[src/design/psched_pkg.sv]
// Shared types and constants for the preemptive priority scheduler.
// No dependencies; imported by every module of the block.
`timescale 1ns / 1ps
`default_nettype none

package psched_pkg;

    localparam int QUEUE_DEPTH_DEF   = 16;
    localparam int ID_BITS_DEF       = 16;
    localparam int PRIORITY_BITS_DEF = 8;

    // Widths of the item fields on the ports
    localparam int OP_W       = 2;
    localparam int PRIO_FIELD = 8;
    localparam int ID_FIELD   = 16;
    localparam int COUNT_W    = 5;

    // Widest internal id and priority, used to extend fields safely
    localparam int ID_MAX_W   = 32;
    localparam int PRIO_MAX_W = 16;

    typedef enum logic [OP_W-1:0] {
        OP_NEW    = 2'd0,
        OP_FORK   = 2'd1,
        OP_RETURN = 2'd2,
        OP_YIELD  = 2'd3
    } t_op;

    typedef struct packed {
        t_op                   op;
        logic [PRIO_FIELD-1:0] priority_req;
        logic [ID_FIELD-1:0]   task_id;
    } t_sched_in;

    typedef struct packed {
        logic [ID_FIELD-1:0] running_id;
        logic                accepted;
        logic [COUNT_W-1:0]  queue_count;
    } t_sched_out;

    // Per-cycle command to every queue cell
    typedef struct packed {
        logic ins;
        logic pop;
    } t_cell_ctl;

endpackage

`default_nettype wire

[src/design/psched_cell.sv]
// One slot of the sorted ready queue: holds an id and priority and shifts
// toward its neighbors on insert or pop. Depends on psched_pkg.
`timescale 1ns / 1ps
`default_nettype none

module psched_cell
    import psched_pkg::*;
#(
    parameter int ID_BITS   = ID_BITS_DEF,
    parameter int PRIO_BITS = PRIORITY_BITS_DEF
) (
    input  wire logic                 i_clk,
    input  wire t_cell_ctl            i_ctl,
    input  wire logic                 i_occ,
    input  wire logic                 i_keep,
    input  wire logic [ID_BITS-1:0]   i_new_id,
    input  wire logic [PRIO_BITS-1:0] i_new_prio,
    input  wire logic [ID_BITS-1:0]   i_left_id,
    input  wire logic [PRIO_BITS-1:0] i_left_prio,
    input  wire logic [ID_BITS-1:0]   i_right_id,
    input  wire logic [PRIO_BITS-1:0] i_right_prio,
    output logic                      o_keep,
    output logic [ID_BITS-1:0]        o_id,
    output logic [PRIO_BITS-1:0]      o_prio
);

    logic [ID_BITS-1:0]   r_id;
    logic [PRIO_BITS-1:0] r_prio;
    logic [ID_BITS-1:0]   n_id;
    logic [PRIO_BITS-1:0] n_prio;

    // Entry stays put when it is at least as urgent (equal priority stays ahead)
    assign o_keep = i_occ && (r_prio >= i_new_prio);

    always_comb begin
        n_id   = r_id;
        n_prio = r_prio;
        if (i_ctl.ins && !o_keep) begin
            if (i_keep) begin
                n_id   = i_new_id;
                n_prio = i_new_prio;
            end else begin
                n_id   = i_left_id;
                n_prio = i_left_prio;
            end
        end else if (i_ctl.pop) begin
            n_id   = i_right_id;
            n_prio = i_right_prio;
        end
    end

    always_ff @(posedge i_clk) begin
        r_id   <= n_id;
        r_prio <= n_prio;
    end

    assign o_id   = r_id;
    assign o_prio = r_prio;

endmodule

`default_nettype wire

[src/design/preemptive_priority_scheduler_core.sv]
// Top level of the preemptive priority scheduler: running task, id counter,
// and a row of psched_cell slots forming the ready queue. Depends on psched_pkg.
`timescale 1ns / 1ps
`default_nettype none

// An item accepted at one edge (i_start high,
// o_busy low) has its result on o_result with o_done high for the following
// cycle. o_busy is high only during reset and the first cycle after it, so
// a new item may be issued in every cycle. Insert and pop are done by the
// cell row, each slot comparing its own priority with the
// incoming one and shifting toward its neighbor. Results cannot be stalled.
module preemptive_priority_scheduler_core
    import psched_pkg::*;
#(
    parameter int QUEUE_DEPTH   = QUEUE_DEPTH_DEF,
    parameter int ID_BITS       = ID_BITS_DEF,
    parameter int PRIORITY_BITS = PRIORITY_BITS_DEF
) (
    input  wire logic       i_clk,
    input  wire logic       i_rst_n,
    input  wire logic       i_start,
    input  wire t_sched_in  i_item,
    output logic            o_busy,
    output logic            o_done,
    output t_sched_out      o_result
);

    localparam int FILL_W = $clog2(QUEUE_DEPTH + 1);

    logic                     r_busy;
    logic                     r_done;
    t_sched_out               r_result;
    logic [ID_BITS-1:0]       r_run_id;
    logic [PRIORITY_BITS-1:0] r_run_prio;
    logic [FILL_W-1:0]        r_fill;
    logic [ID_BITS-1:0]       r_last;

    logic [ID_BITS-1:0]       n_run_id;
    logic [PRIORITY_BITS-1:0] n_run_prio;
    logic [FILL_W-1:0]        n_fill;
    logic [ID_BITS-1:0]       n_last;
    t_sched_out               n_result;

    logic                     w_go;
    logic [ID_MAX_W-1:0]      w_tid_ext;
    logic [PRIO_MAX_W-1:0]    w_prio_ext;
    logic [ID_BITS-1:0]       w_tid;
    logic [PRIORITY_BITS-1:0] w_req_prio;
    logic [ID_BITS-1:0]       w_issue;
    logic [ID_BITS-1:0]       w_arr_id;
    logic [PRIORITY_BITS-1:0] w_arr_prio;
    logic [ID_BITS-1:0]       w_enq_id;
    logic [PRIORITY_BITS-1:0] w_enq_prio;
    logic                     w_ok;
    logic                     w_idle;
    logic                     w_full;
    t_cell_ctl                w_ctl;
    logic [ID_MAX_W-1:0]      w_run_ext;
    logic [ID_MAX_W-1:0]      w_fill_ext;

    logic [ID_BITS-1:0]       w_cid   [QUEUE_DEPTH];
    logic [PRIORITY_BITS-1:0] w_cprio [QUEUE_DEPTH];
    logic                     w_keep  [QUEUE_DEPTH+1];

    assign w_go       = i_start && !r_busy;
    assign w_tid_ext  = ID_MAX_W'(i_item.task_id);
    assign w_prio_ext = PRIO_MAX_W'(i_item.priority_req);
    assign w_tid      = w_tid_ext[ID_BITS-1:0];
    assign w_req_prio = w_prio_ext[PRIORITY_BITS-1:0];

    // Ids count up and skip zero, which marks the idle CPU
    always_comb begin
        w_issue = r_last + ID_BITS'(1);
        if (w_issue == '0) begin
            w_issue = ID_BITS'(1);
        end
    end

    assign w_arr_id   = (i_item.op == OP_RETURN) ? w_tid : w_issue;
    assign w_arr_prio = (i_item.op == OP_FORK) ? r_run_prio : w_req_prio;
    assign w_idle     = (r_run_id == '0);
    assign w_full     = (r_fill >= FILL_W'(QUEUE_DEPTH));

    always_comb begin
        n_run_id   = r_run_id;
        n_run_prio = r_run_prio;
        n_fill     = r_fill;
        n_last     = r_last;
        w_ok       = 1'b1;
        w_ctl      = '0;
        w_enq_id   = w_arr_id;
        w_enq_prio = w_arr_prio;
        if (w_go) begin
            case (i_item.op)
                OP_YIELD: begin
                    if (r_fill != '0) begin
                        n_run_id   = w_cid[0];
                        n_run_prio = w_cprio[0];
                        n_fill     = r_fill - FILL_W'(1);
                        w_ctl.pop  = 1'b1;
                    end else begin
                        n_run_id   = '0;
                        n_run_prio = '0;
                    end
                end
                OP_NEW, OP_FORK, OP_RETURN: begin
                    if (i_item.op == OP_RETURN && w_tid == '0) begin
                        w_ok = 1'b0;
                    end else if (w_idle) begin
                        n_run_id   = w_arr_id;
                        n_run_prio = w_arr_prio;
                    end else if (w_full) begin
                        w_ok = 1'b0;
                    end else begin
                        // Preempt: the displaced task goes back in the queue
                        if (w_arr_prio > r_run_prio) begin
                            w_enq_id   = r_run_id;
                            w_enq_prio = r_run_prio;
                            n_run_id   = w_arr_id;
                            n_run_prio = w_arr_prio;
                        end
                        w_ctl.ins = 1'b1;
                        n_fill    = r_fill + FILL_W'(1);
                    end
                    if (w_ok && i_item.op != OP_RETURN) begin
                        n_last = w_issue;
                    end
                end
                default: begin
                    w_ok = 1'b0;
                end
            endcase
        end
    end

    assign w_run_ext  = ID_MAX_W'(n_run_id);
    assign w_fill_ext = ID_MAX_W'(n_fill);

    always_comb begin
        n_result.running_id  = w_run_ext[ID_FIELD-1:0];
        n_result.accepted    = w_ok;
        n_result.queue_count = w_fill_ext[COUNT_W-1:0];
    end

    assign w_keep[0] = 1'b1;

    for (genvar k = 0; k < QUEUE_DEPTH; k++) begin : g_cell
        logic [ID_BITS-1:0]       w_lid;
        logic [PRIORITY_BITS-1:0] w_lprio;
        logic [ID_BITS-1:0]       w_rid;
        logic [PRIORITY_BITS-1:0] w_rprio;

        if (k == 0) begin : g_head
            assign w_lid   = w_enq_id;
            assign w_lprio = w_enq_prio;
        end else begin : g_body
            assign w_lid   = w_cid[k-1];
            assign w_lprio = w_cprio[k-1];
        end

        if (k == QUEUE_DEPTH - 1) begin : g_tail
            assign w_rid   = w_cid[k];
            assign w_rprio = w_cprio[k];
        end else begin : g_mid
            assign w_rid   = w_cid[k+1];
            assign w_rprio = w_cprio[k+1];
        end

        psched_cell #(
            .ID_BITS   (ID_BITS),
            .PRIO_BITS (PRIORITY_BITS)
        ) u_cell (
            .i_clk        (i_clk),
            .i_ctl        (w_ctl),
            .i_occ        (r_fill > FILL_W'(k)),
            .i_keep       (w_keep[k]),
            .i_new_id     (w_enq_id),
            .i_new_prio   (w_enq_prio),
            .i_left_id    (w_lid),
            .i_left_prio  (w_lprio),
            .i_right_id   (w_rid),
            .i_right_prio (w_rprio),
            .o_keep       (w_keep[k+1]),
            .o_id         (w_cid[k]),
            .o_prio       (w_cprio[k])
        );
    end

    always_ff @(posedge i_clk) begin
        if (!i_rst_n) begin
            r_busy     <= 1'b1;
            r_done     <= 1'b0;
            r_run_id   <= '0;
            r_run_prio <= '0;
            r_fill     <= '0;
            r_last     <= '0;
        end else begin
            r_busy     <= 1'b0;
            r_done     <= w_go;
            r_run_id   <= n_run_id;
            r_run_prio <= n_run_prio;
            r_fill     <= n_fill;
            r_last     <= n_last;
        end
    end

    always_ff @(posedge i_clk) begin
        if (w_go) begin
            r_result <= n_result;
        end
    end

    assign o_busy   = r_busy;
    assign o_done   = r_done;
    assign o_result = r_result;

endmodule

`default_nettype wire

[config.mk]
export PLATFORM = sky130hd
export DESIGN_NAME = preemptive_priority_scheduler_core
export DESIGN_NICKNAME = d
export VERILOG_FILES = /design/src/design/psched_pkg.sv /design/src/design/psched_cell.sv /design/src/design/preemptive_priority_scheduler_core.sv
export SDC_FILE = /design/constraint.sdc
export NUM_CORES = 1
export LEC_CHECK = 0
export BUFFER_PORTS_ARGS = -buffer_cell sky130_fd_sc_hd__buf_4
export CAP_MARGIN = 20
export CORE_UTILIZATION = 55
export DETAILED_ROUTE_END_ITERATION = 10
export GPL_TIMING_DRIVEN = 0
export HOLD_SLACK_MARGIN = 0.08
export PLACE_DENSITY = 0.71
export SKIP_CTS_REPAIR_TIMING = 1
export SLEW_MARGIN = 20
export SYNTH_ARGS = -nofsm -noshare
export SYNTH_HDL_FRONTEND = slang
export SYNTH_SLANG_ARGS = --single-unit
[constraint.sdc]
create_clock -name i_clk -period 10.4 [get_ports i_clk]
set_input_delay 0.52 -clock i_clk [delete_from_list [all_inputs] [get_ports i_clk]]
set_output_delay 0.52 -clock i_clk [all_outputs]
set_load 0.02 [all_outputs]
* Word-level counts from Yosys, hierarchy flattened
Index checks and enable logic that the tools add are counted.
** Operators by class
- Mux-type cells :: 136
- $lt $le $gt $ge :: 34
- Reduce and logical (&&, ||, !) cells :: 75
- Add/sub/neg operators :: 3
- Equal/unequal tests :: 7
** Operators with widths (count)
- 2-to-1 mux 16 bit :: 59
- 2-to-1 mux 8 bit :: 57
- greater-or-equal comparator 8 bit :: 16
- zero test 16 bit :: 3
- greater-than comparator 5 x 4 -> 1 bit (second input constant) :: 8
- logical AND 1 bit :: 35
- case mux 16 bit (2 select lines) :: 1
- nonzero test 2 bit :: 15
- 2-to-1 mux 5 bit :: 5
- greater-than comparator 5 x 3 -> 1 bit (second input constant) :: 4
- zero test 1 bit :: 17
- adder 16 x 1 -> 16 bit (second input constant) :: 1
- case mux 8 bit (2 select lines) :: 1
- 2-to-1 mux 1 bit :: 11
- greater-than comparator 5 x 1 -> 1 bit (second input constant) :: 2
- greater-than comparator 5 x 2 -> 1 bit (second input constant) :: 2
- case mux 5 bit (2 select lines) :: 1
- greater-than comparator 8 bit :: 1
- != test 3 bit (second input constant) :: 2
- adder 5 x 1 -> 5 bit (second input constant) :: 1
- greater-or-equal comparator 5 bit (second input constant) :: 1
- nonzero test 5 bit :: 1
- subtractor 5 x 1 -> 5 bit (second input constant) :: 1
- == test 2 bit (second input constant) :: 2
- 7 further kinds :: 8
** Word-level totals
- Input port bits :: 29
- Register bits :: 453
- Output and inout port bits :: 24

* Depth between registers and ports, before layout
Gate-level depths: netlist of the first run.
- Depth after elaboration :: 14
- Gate-level depth with buffers :: 22
- Gate-level depth less buffers :: 18

* Hierarchy
From an unflattened synthesis of the first run, not the netlist that was laid out.
** Unflattened totals
- Cell total of the unflattened synthesis :: 2319
- Area total of the unflattened synthesis :: 30862.1 um^2
** By module, submodules not included
- psched_cell at g_cell[0].u_cell ... :: times used 9, area an instance 1634.1 um^2, cells an instance 110
- psched_cell at g_cell[3].u_cell ... :: times used 7, area an instance 1655.3 um^2, cells an instance 110
- preemptive_priority_scheduler_core :: times used 1, area an instance 4568.1 um^2, cells an instance 559

* Worst setup path after synthesis of the first run
No wires, ideal clock.
- Path kind :: in2reg
- Start point :: in i_item[25] (netlist name)
- End point :: reg g_cell[15].u_cell.r_id[0] (enable)
- Stages on the path :: 19
- Data arrival time :: 5.396 ns
- Buffers on the path :: 2
- Setup slack :: 4.585 ns
- Cells stage by stage :: nand2b_1 > clkbuf_1 > nand2_1 > o21ai_0 > ha_1 > nor2b_1 > o211ai_1 > a21oi_1 > o2111ai_4 > mux2i_1 > buf_2 > ha_1 > nand2b_1 > a21o_1 > a21o_1 > a21o_1 > a21oi_1 > o21ai_0 > a31oi_1
** Between the ends
- Cells in the longest elaborated chain, start to end :: 13
- Elaborated cells between the ends (all ways) :: 20
** RTL lines
- from (decl) :: RTL line preemptive_priority_scheduler_core.sv:22 : input wire t_sched_in i_item,
- == test 2 x 1 -> 1 bit :: RTL line preemptive_priority_scheduler_core.sv:80, preemptive_priority_scheduler_core.sv:94
- 2-to-1 mux 8 bit :: RTL line preemptive_priority_scheduler_core.sv:80 : assign w_arr_prio = (i_item.op == OP_FORK) ? r_run_prio : w_req_prio;
- greater-than comparator 8 bit :: RTL line preemptive_priority_scheduler_core.sv:116 : if (w_arr_prio > r_run_prio) begin
- 2-to-1 mux 8 bit :: RTL line preemptive_priority_scheduler_core.sv:116
- 2-to-1 mux 8 bit :: RTL line preemptive_priority_scheduler_core.sv:112 : end else if (w_full) begin
- 2-to-1 mux 8 bit :: RTL line preemptive_priority_scheduler_core.sv:109 : end else if (w_idle) begin
- 2-to-1 mux 8 bit :: RTL line preemptive_priority_scheduler_core.sv:107 : if (i_item.op == OP_RETURN && w_tid == '0) begin
- 2-to-1 mux 8 bit :: RTL line preemptive_priority_scheduler_core.sv:94 : case (i_item.op)
- 2-to-1 mux 8 bit :: RTL line preemptive_priority_scheduler_core.sv:93 : if (w_go) begin
- greater-or-equal comparator 8 bit :: RTL line psched_cell.sv:33 : assign o_keep = i_occ && (r_prio >= i_new_prio);
- logical AND 1 bit :: RTL line psched_cell.sv:33
- zero test 1 bit :: RTL line psched_cell.sv:38 : if (i_ctl.ins && !o_keep) begin
- logical AND 1 bit * :: RTL line psched_cell.sv:38
- to (signal assigned) :: RTL line psched_cell.sv:53 : r_id <= n_id;
- to (decl) :: RTL line psched_cell.sv:27 : logic [ID_BITS-1:0] r_id;
Every way passes the cells marked *; elsewhere a longest branch is shown, timed or not.
A chain may end at the register's enable or synchronous reset.

* Worst setup path after layout of the first run
- Start point :: in i_item[25] (netlist name)
- End point :: reg g_cell[14].u_cell.r_id[7] (enable)
** Between the ends
- Cells in the longest elaborated chain, start to end :: 14
- Elaborated cells between the ends (all ways) :: 23
** RTL lines (RTL line)
- == test 2 x 1 -> 1 bit :: preemptive_priority_scheduler_core.sv:80, preemptive_priority_scheduler_core.sv:94
- 2-to-1 mux 8 bit :: preemptive_priority_scheduler_core.sv:80
- greater-than comparator 8 bit :: preemptive_priority_scheduler_core.sv:116
- 2-to-1 mux 8 bit :: preemptive_priority_scheduler_core.sv:116
- 2-to-1 mux 8 bit :: preemptive_priority_scheduler_core.sv:112
- 2-to-1 mux 8 bit :: preemptive_priority_scheduler_core.sv:109
- 2-to-1 mux 8 bit :: preemptive_priority_scheduler_core.sv:107
- 2-to-1 mux 8 bit :: preemptive_priority_scheduler_core.sv:94
- 2-to-1 mux 8 bit :: preemptive_priority_scheduler_core.sv:93
- greater-or-equal comparator 8 bit :: psched_cell.sv:33
- logical AND 1 bit :: psched_cell.sv:33
- zero test 1 bit :: psched_cell.sv:38
- logical AND 1 bit :: psched_cell.sv:38
- nonzero test 2 bit (no source line) *
- to (signal assigned) :: psched_cell.sv:53
- to (decl) :: psched_cell.sv:27
Marks and branches as above.

==> flow_metrics.py, run 1 <==
metrics = {
    "routing": {
        "detail_route.wl_per_cell_um": 22.22,
        "drt_iter0_markers": 2630,
        "drc": 0,
        "detailed_router_iteration_count_before_antenna_repair": 7,
        "vias_per_cell": 6.318,
        "routed_wl_um": 73090,
        "vias": 20780,
        "drtAntennaViolNets": 0,
    },
    "timing": {
        "final_critical_path_setup_slack_ns": 3.457,
        "finalWorstPathRequiredPeriod_ns": 6.943,
        "max-slew-margin-rel_pct": 30.62,
        "final-hold-violation-count": 0,
        "worstMarginPinSlew_ns": 1.012,
        "fin_hold_ws_ns": 0.2126,
        "setup_tns_ns": 0,
        "fmax_ghz": 0.1440,
        "clock_skew_ns": 0.01761,
        "final_report_setup_violation_count": 0,
        "part_of_the_cycle_the_worst_path_needs_pct": 66.76,
        "maxSlewViolCount": 0,
        "grt_setup_unrepaired": "no",
    },
    "die": {
        "initial_standard_cell_utilization_of_the_core_pct": 55.84,
        "chipWidth_um": 222.2,
        "boundary_pins": 53,
        "design.core.area_um2": 47750,
        "die_ar_um2": 49360,
        "die-height_um": 222.2,
        "floorplan.rows": 80,
    },
    "clock_tree": {
        "clkSinkCount": 453,
        "clk_pin_slew_worst_paths_ns": 0.06,
        "ctsLongestPathBuffers": 3,
        "cts_tree": "yes",
        "worst_skew_pair.late_latency_ns": 0.61,
        "clk_root_buffer_cell": "sky130_fd_sc_hd__clkbuf_16",
        "numCtsBuffers": 50,
        "cts.htree.levels": 2,
    },
    "grt": {
        "maximum_number_of_pins_on_one_net_before_global_route_repair": 29,
        "antenna_found_initial": 0,
        "gr-total-overflow": 0,
        "grt_pass1_vias": 20810,
        "track_usage_pct": 29.44,
        "grt_first_pass_wirelength_um": 114000,
    },
    "yosys": {
        "syn_avg_cell_area_um2": 10.57,
        "synth_area_leaders": "sky130_fd_sc_hd__edfxtp_1, sky130_fd_sc_hd__mux2i_1, sky130_fd_sc_hd__o21ai_0",
        "synth_cells": 2523,
        "yosysUniqueCellTypes": 88,
        "async_reset_ff_share_pct": 0,
        "synth.cell_area_um2": 26660,
        "ys_dominant_reg_cell": "sky130_fd_sc_hd__edfxtp_1",
        "ys.warnings.count": 0,
        "post_synth_edffs": 406,
        "seq_cells_post_synth": 453,
        "seq_area_frac_synth_pct": 49.26,
        "synth_area_leader_cell": "sky130_fd_sc_hd__edfxtp_1",
        "fraction_of_post_synthesis_cell_area_in_the_top_cell_type_by_area_pct": 45.73,
        "syn-num-nets": 2694,
    },
    "setup_path": {
        "crit_path_max_fanout": 25,
        "slowest_stage": "sky130_fd_sc_hd__mux2i_1",
        "critPathMaxStageDelay_ns": 0.89,
        "setup.worst_path.start": "i_item[25]",
        "crit_arrival_ns": 7.18,
        "timing_worst_setup_path_type": "input port to flip-flop",
        "path_cells": "buf_4 > nand2b_1 > clkbuf_1 > o21ai_0 > ha_1 > a21oi_1 > o21ai_0 > o2111ai_4 > mux2i_1 > buf_2 > ha_1 > nand2b_1 > a21o_1 > a21oi_1 > o21ai_1 > o41ai_2 > nand2_1 > buf_1 > nand2_2",
        "endpoint_kind": "flip-flop",
        "critical_path.startpoint_type": "input port",
        "critical_path_required_ns": 10.63,
        "r2r-start": "r_run_prio[5]",
    },
    "layout": {
        "layout_common_cells": "sky130_fd_sc_hd__edfxtp_1, sky130_fd_sc_hd__nand2_1, sky130_fd_sc_hd__o21ai_0, sky130_fd_sc_hd__mux2i_1, sky130_fd_sc_hd__ha_1",
        "layout_commonest_cell": "sky130_fd_sc_hd__edfxtp_1",
        "final_nets": 2804,
        "n_antenna_cell": 0,
        "drive_above_1_share_pct": 11.93,
        "layout-area-overhead-vs-synth_pct": 10.94,
    },
    "place": {
        "gpl.final_weighted_congestion": 0.9585,
        "place_hpwl_um": 56030,
        "dpl_worst_slack_ns": 2.633,
        "place.port_buffers": 52,
    },
    "power_and_ir_drop": {
        "irDropWorstVdd_uv": 130.9,
        "power-per-cell-area_nw_per_um2": 164.1,
        "post-layout-total-power_mw": 4.853,
        "static-leakage-power_nw": 10.99,
    },
    "worst_hold_path": {
        "worst_hold_startpoint": "i_rst_n",
        "hold_path_class": "input port to flip-flop",
    },
    "run": {
        "cap_violations": 0,
    },
    "run_status": {
        "outcome": "finished, final reports clean",
    },
}
where the power goes:
group	internal [mW]	total [mW]	switching, mW
sequential	2.16	2.24	0.0744
combinational	0.291	0.826	0.535
clock	1.03	1.79	0.756
total	3.49	4.85	1.36
worst max-delay path, delay by kind of cell:
family | cells | cell delay, ns
multiplexers | 1 | 0.89
AO/OA/AOI/OAI | 8 | 2.39
AND/OR/NAND/NOR | 4 | 1.31
adder cells (fa/ha/maj) | 2 | 0.67
buffers and inverters | 4 | 1.37
metrics by stage:
| stage | utilization [%] | instance area, µm² | cells |
|---|---|---|---|
| after global routing | 61.95 | 29580 | 3289 |
| final | 61.95 | 29580 | 3289 |
| after CTS | 61.74 | 29480 | 3284 |
| after global placement | 58.27 | 27820 | 3190 |
| after detailed placement | 58.36 | 27860 | 3191 |
| after floorplan | - | 26660 | 2523 |
sequential cells by signal, indices dropped and copies added (netlist names):
register / count
r_fill: 5
o_done: 1
g_cell.u_cell.o_prio: 128
o_busy: 1
r_run_prio: 8
r_last: 16
g_cell.u_cell.o_id: 256
r_run_id: 16
o_result: 22
cells in the mapped netlist (6+ instances only):
master / instances
sky130_fd_sc_hd__a211o_1: 7
sky130_fd_sc_hd__a211oi_1: 23
sky130_fd_sc_hd__a21o_1: 34
sky130_fd_sc_hd__a21oi_1: 64
sky130_fd_sc_hd__a221oi_1: 8
sky130_fd_sc_hd__a222oi_1: 12
sky130_fd_sc_hd__a2bb2oi_1: 15
sky130_fd_sc_hd__a31oi_1: 22
sky130_fd_sc_hd__and2_1: 16
sky130_fd_sc_hd__buf_1: 7
sky130_fd_sc_hd__buf_2: 52
sky130_fd_sc_hd__buf_4: 32
sky130_fd_sc_hd__buf_6: 7
sky130_fd_sc_hd__clkbuf_1: 88
sky130_fd_sc_hd__dfxtp_1: 47
sky130_fd_sc_hd__edfxtp_1: 406
sky130_fd_sc_hd__ha_1: 142
sky130_fd_sc_hd__inv_1: 59
sky130_fd_sc_hd__mux2_2: 21
sky130_fd_sc_hd__mux2_4: 14
sky130_fd_sc_hd__mux2i_1: 252
sky130_fd_sc_hd__nand2_1: 408
sky130_fd_sc_hd__nand2b_1: 35
sky130_fd_sc_hd__nand3_1: 32
sky130_fd_sc_hd__nand4_1: 14
sky130_fd_sc_hd__nor2_1: 97
sky130_fd_sc_hd__nor3_1: 7
sky130_fd_sc_hd__nor4_1: 11
sky130_fd_sc_hd__o2111ai_1: 6
sky130_fd_sc_hd__o211ai_1: 12
sky130_fd_sc_hd__o211ai_2: 14
sky130_fd_sc_hd__o21a_1: 16
sky130_fd_sc_hd__o21ai_0: 365
sky130_fd_sc_hd__o21ai_1: 34
sky130_fd_sc_hd__o221ai_1: 7
sky130_fd_sc_hd__o2bb2ai_1: 28
sky130_fd_sc_hd__xnor2_1: 16
sky130_fd_sc_hd__xor2_1: 15
routing by layer:
| layer | global-route usage [%] | part of all wire [%] | wire [µm] | vias to the layer above |
|---|---|---|---|---|
| li1 | - | - | - | 9577 |
| met1 | 42.84 | 45 | 33010 | 10210 |
| met2 | 44.87 | 44 | 32280 | 883 |
| met3 | 4.245 | 7.7 | 5616 | 115 |
| met4 | 10.48 | 3.0 | 2185 | 0 |
| met5 | 0 | 0 | 0 | - |
path summary, 6_finish.rpt:
check	slack, ns	depth (start not counted)	to
max	3.46	19	g_cell[14].u_cell.o_id[7]
min	0.21	2	r_fill[2]
max reg2reg	3.64	17	g_cell[14].u_cell.o_id[7]
min reg2reg	0.51	2	r_run_id[11]
cells by family (layout without fill, tap and decap cells):
| family | count (synthesis) | count (layout) | share of synthesized area, % |
|---|---|---|---|
| compound gates | 702 | 702 | 16.48 |
| simple gates | 660 | 660 | 10.95 |
| buf+inv | 246 | 397 | 4.360 |
| mux | 289 | 289 | 11.27 |
| fa+ha+maj | 142 | 142 | 6.664 |
| flops | 453 | 453 | 49.26 |
| xor+xnor | 31 | 31 | 1.018 |
area by class of cell:
type                            instances  area (µm²)
Inverter                               59       221.5
Buffer                                187       940.9
Clock buffer                           72        1395
Multi-Input combinational cell       1824       12410
Clock inverter                         21       219.0
Fill cell                            3834       18170
Tap cell                              615       769.5
Timing Repair Buffer                   58       493.0
Sequential cell                       453       13130
Power figures use the tool's default switching activity.
==> inputs of run 2 (changes only) <==
Settings changed: PLACE_DENSITY 0.71 to 0.74.
Clock period 10.4 ns to 5.9 ns, I/O delays scaled along.
==> run 2 against run 1 <==
Net effect: critical endpoint is now g_cell[9].u_cell.o_id[9]; worst setup slack got worse by 3.0 ns; largest power group unchanged; non-clock buffer count rose by 16; global-route usage fell by 0.25 points; clock skew rose by 0.015 ns; critical path depth rose by 1; critical path type unchanged; via count rose by 1.1%; sequential power rose by 76%; highest routed layer unchanged.
==> flow_metrics.py, run 2 (synthesis gave the netlist of run 1 again) <==
metrics = {
    "layout": {
        "drive_above_1_share_pct": 12.91,
        "final_core_utilization_pct": 62.50,
        "layout_common_cells": "sky130_fd_sc_hd__edfxtp_1, sky130_fd_sc_hd__nand2_1, sky130_fd_sc_hd__o21ai_0, sky130_fd_sc_hd__mux2i_1, sky130_fd_sc_hd__ha_1",
        "layout-area-overhead-vs-synth_pct": 11.93,
        "final-seq-area_um2": 13130,
        "final_nets": 2819,
        "largest_register_ff_count": 256,
        "final_cell_area_um2": 29840,
        "layout_commonest_cell": "sky130_fd_sc_hd__edfxtp_1",
        "n_antenna_cell": 0,
        "multiInputGateArea_um2": 12490,
        "layout.filler_cells": 3814,
        "final_cell_count_no_fill": 3303,
    },
    "timing": {
        "worstMarginPinSlew_ns": 1.057,
        "grt_setup_unrepaired": "no",
        "final-hold-violation-count": 0,
        "final_report_setup_violation_count": 0,
        "max-slew-margin-rel_pct": 29.08,
        "maxSlewViolCount": 0,
        "finalWorstPathRequiredPeriod_ns": 5.483,
        "clock_skew_ns": 0.03287,
        "fin_hold_ws_ns": 0.1797,
        "setup_tns_ns": 0,
        "part_of_the_cycle_the_worst_path_needs_pct": 92.93,
        "final_critical_path_setup_slack_ns": 0.4170,
        "fmax_ghz": 0.1824,
    },
    "setup_path": {
        "crit_path_max_fanout": 15,
        "slowest_stage": "sky130_fd_sc_hd__or4_1",
        "critical_path.startpoint_type": "input port",
        "crit_arrival_ns": 5.77,
        "path_cells": "buf_4 > nand2b_1 > clkbuf_1 > o21ai_0 > ha_1 > nand4_1 > a21oi_1 > o2111ai_4 > buf_6 > mux2_4 > clkinvlp_4 > ha_1 > or4_1 > a211o_1 > o211a_1 > clkbuf_1 > nand2b_1 > clkbuf_1 > nand2_2 > buf_8",
        "critPathMaxStageDelay_ns": 0.56,
        "endpoint_kind": "flip-flop",
        "critical-path-top-cell-by-count": "sky130_fd_sc_hd__clkbuf_1",
        "critical_path_required_ns": 6.19,
        "timing_worst_setup_path_type": "input port to flip-flop",
    },
    "die": {
        "chipWidth_um": 222.2,
        "design.core.area_um2": 47750,
        "boundary_pins": 53,
        "die-height_um": 222.2,
        "floorplan.rows": 80,
        "initial_standard_cell_utilization_of_the_core_pct": 55.84,
        "die_ar_um2": 49360,
    },
    "grt": {
        "grt_pass1_vias": 20720,
        "grt_first_pass_wirelength_um": 113400,
        "gr-total-overflow": 0,
        "antenna_found_initial": 0,
        "maximum_number_of_pins_on_one_net_before_global_route_repair": 29,
        "track_usage_pct": 29.19,
    },
    "routing": {
        "vias": 21010,
        "vias_per_cell": 6.361,
        "routed_wl_um": 73500,
        "drtAntennaViolNets": 0,
        "detailed_router_iteration_count_before_antenna_repair": 6,
        "drc": 0,
        "detail_route.wl_per_cell_um": 22.25,
        "drt_iter0_markers": 2357,
    },
    "place": {
        "number_of_placed_instances_with_taps_included": 3191,
        "gpl.final_weighted_congestion": 0.9039,
        "place.port_buffers": 52,
        "placed_area_um2": 27860,
        "dpl_worst_slack_ns": -1.559,
        "place_hpwl_um": 55960,
    },
    "power_and_ir_drop": {
        "netSwitchingPower_mw": 2.413,
        "power.clock.fraction_pct": 36.8,
        "static-leakage-power_nw": 11.04,
        "netSwitchingFraction_pct": 28.01,
        "power.combinational.fraction_pct": 17.4,
        "post-layout-total-power_mw": 8.615,
        "power-per-cell-area_nw_per_um2": 288.7,
        "power.internal_mw": 6.202,
        "power.sequential.fraction_pct": 45.8,
        "irDropWorstVdd_uv": 210.4,
    },
    "worst_hold_path": {
        "hold_path_class": "input port to flip-flop",
    },
    "clock_tree": {
        "ctsLongestPathBuffers": 3,
        "worst_skew_pair.late_latency_ns": 0.61,
        "clk_root_buffer_cell": "sky130_fd_sc_hd__clkbuf_16",
        "clkSinkCount": 453,
        "numCtsBuffers": 49,
        "clk_pin_slew_worst_paths_ns": 0.06,
        "cts.htree.levels": 2,
        "cts_tree": "yes",
    },
    "run": {
        "cap_violations": 0,
    },
    "run_status": {
        "outcome": "finished, final reports clean",
    },
}
==> run 2: area by class of cell <==
type	count	share of cell area, %
clock buffers	66	4.461
flip-flops and latches	453	44.01
multi-input cells	1824	41.86
clock inverters	25	0.9727
well taps	615	2.579
repair buffers	74	2.130
plain buffers	187	3.161
inverters	59	0.8302
==> run 2: path summary, 6_finish.rpt <==
check,start,end,slack (ns),depth (start not counted)
setup / recovery,i_item[25],g_cell[9].u_cell.o_id[9],0.42,20
hold / removal,i_item[1],r_run_id[1],0.18,4
setup reg to reg,r_run_prio[1],g_cell[9].u_cell.o_id[9],0.42,19
hold reg to reg,r_run_id[11],r_run_id[11],0.51,2
==> run 2: worst max-delay path, delay by kind of cell <==
family,cells,cell delay (ns)
compound gates,5,1.25
fa+ha+maj,2,0.63
buf+inv,7,1.69
mux,1,0.31
simple gates,5,1.58
==> run 2: layer usage <==
metal  routed length (µm)  vias up  global-route usage (%)
li1                     -     9637                       -
met1                33100    10330                   42.48
met2                33370      915                   45.74
met3                 5292      127                   3.901
met4                 1741        0                   8.154
met5                    0        -                       0
==> run 2: power by group through the flow <==
| stage | Clock, mW | Sequential (mW) | Combinational, mW |
|---|---|---|---|
| 4_1_cts | 3.19 | 3.95 | 1.42 |
| 5_1_grt | 3.30 | 3.96 | 1.64 |
| 3_3_place_gp | 0 | 4.01 | 1.34 |
| 3_5_place_dp | 0 | 4.01 | 1.41 |
| 2_1_floorplan | 0 | 3.96 | 0.977 |
| 6_report | 3.17 | 3.94 | 1.50 |
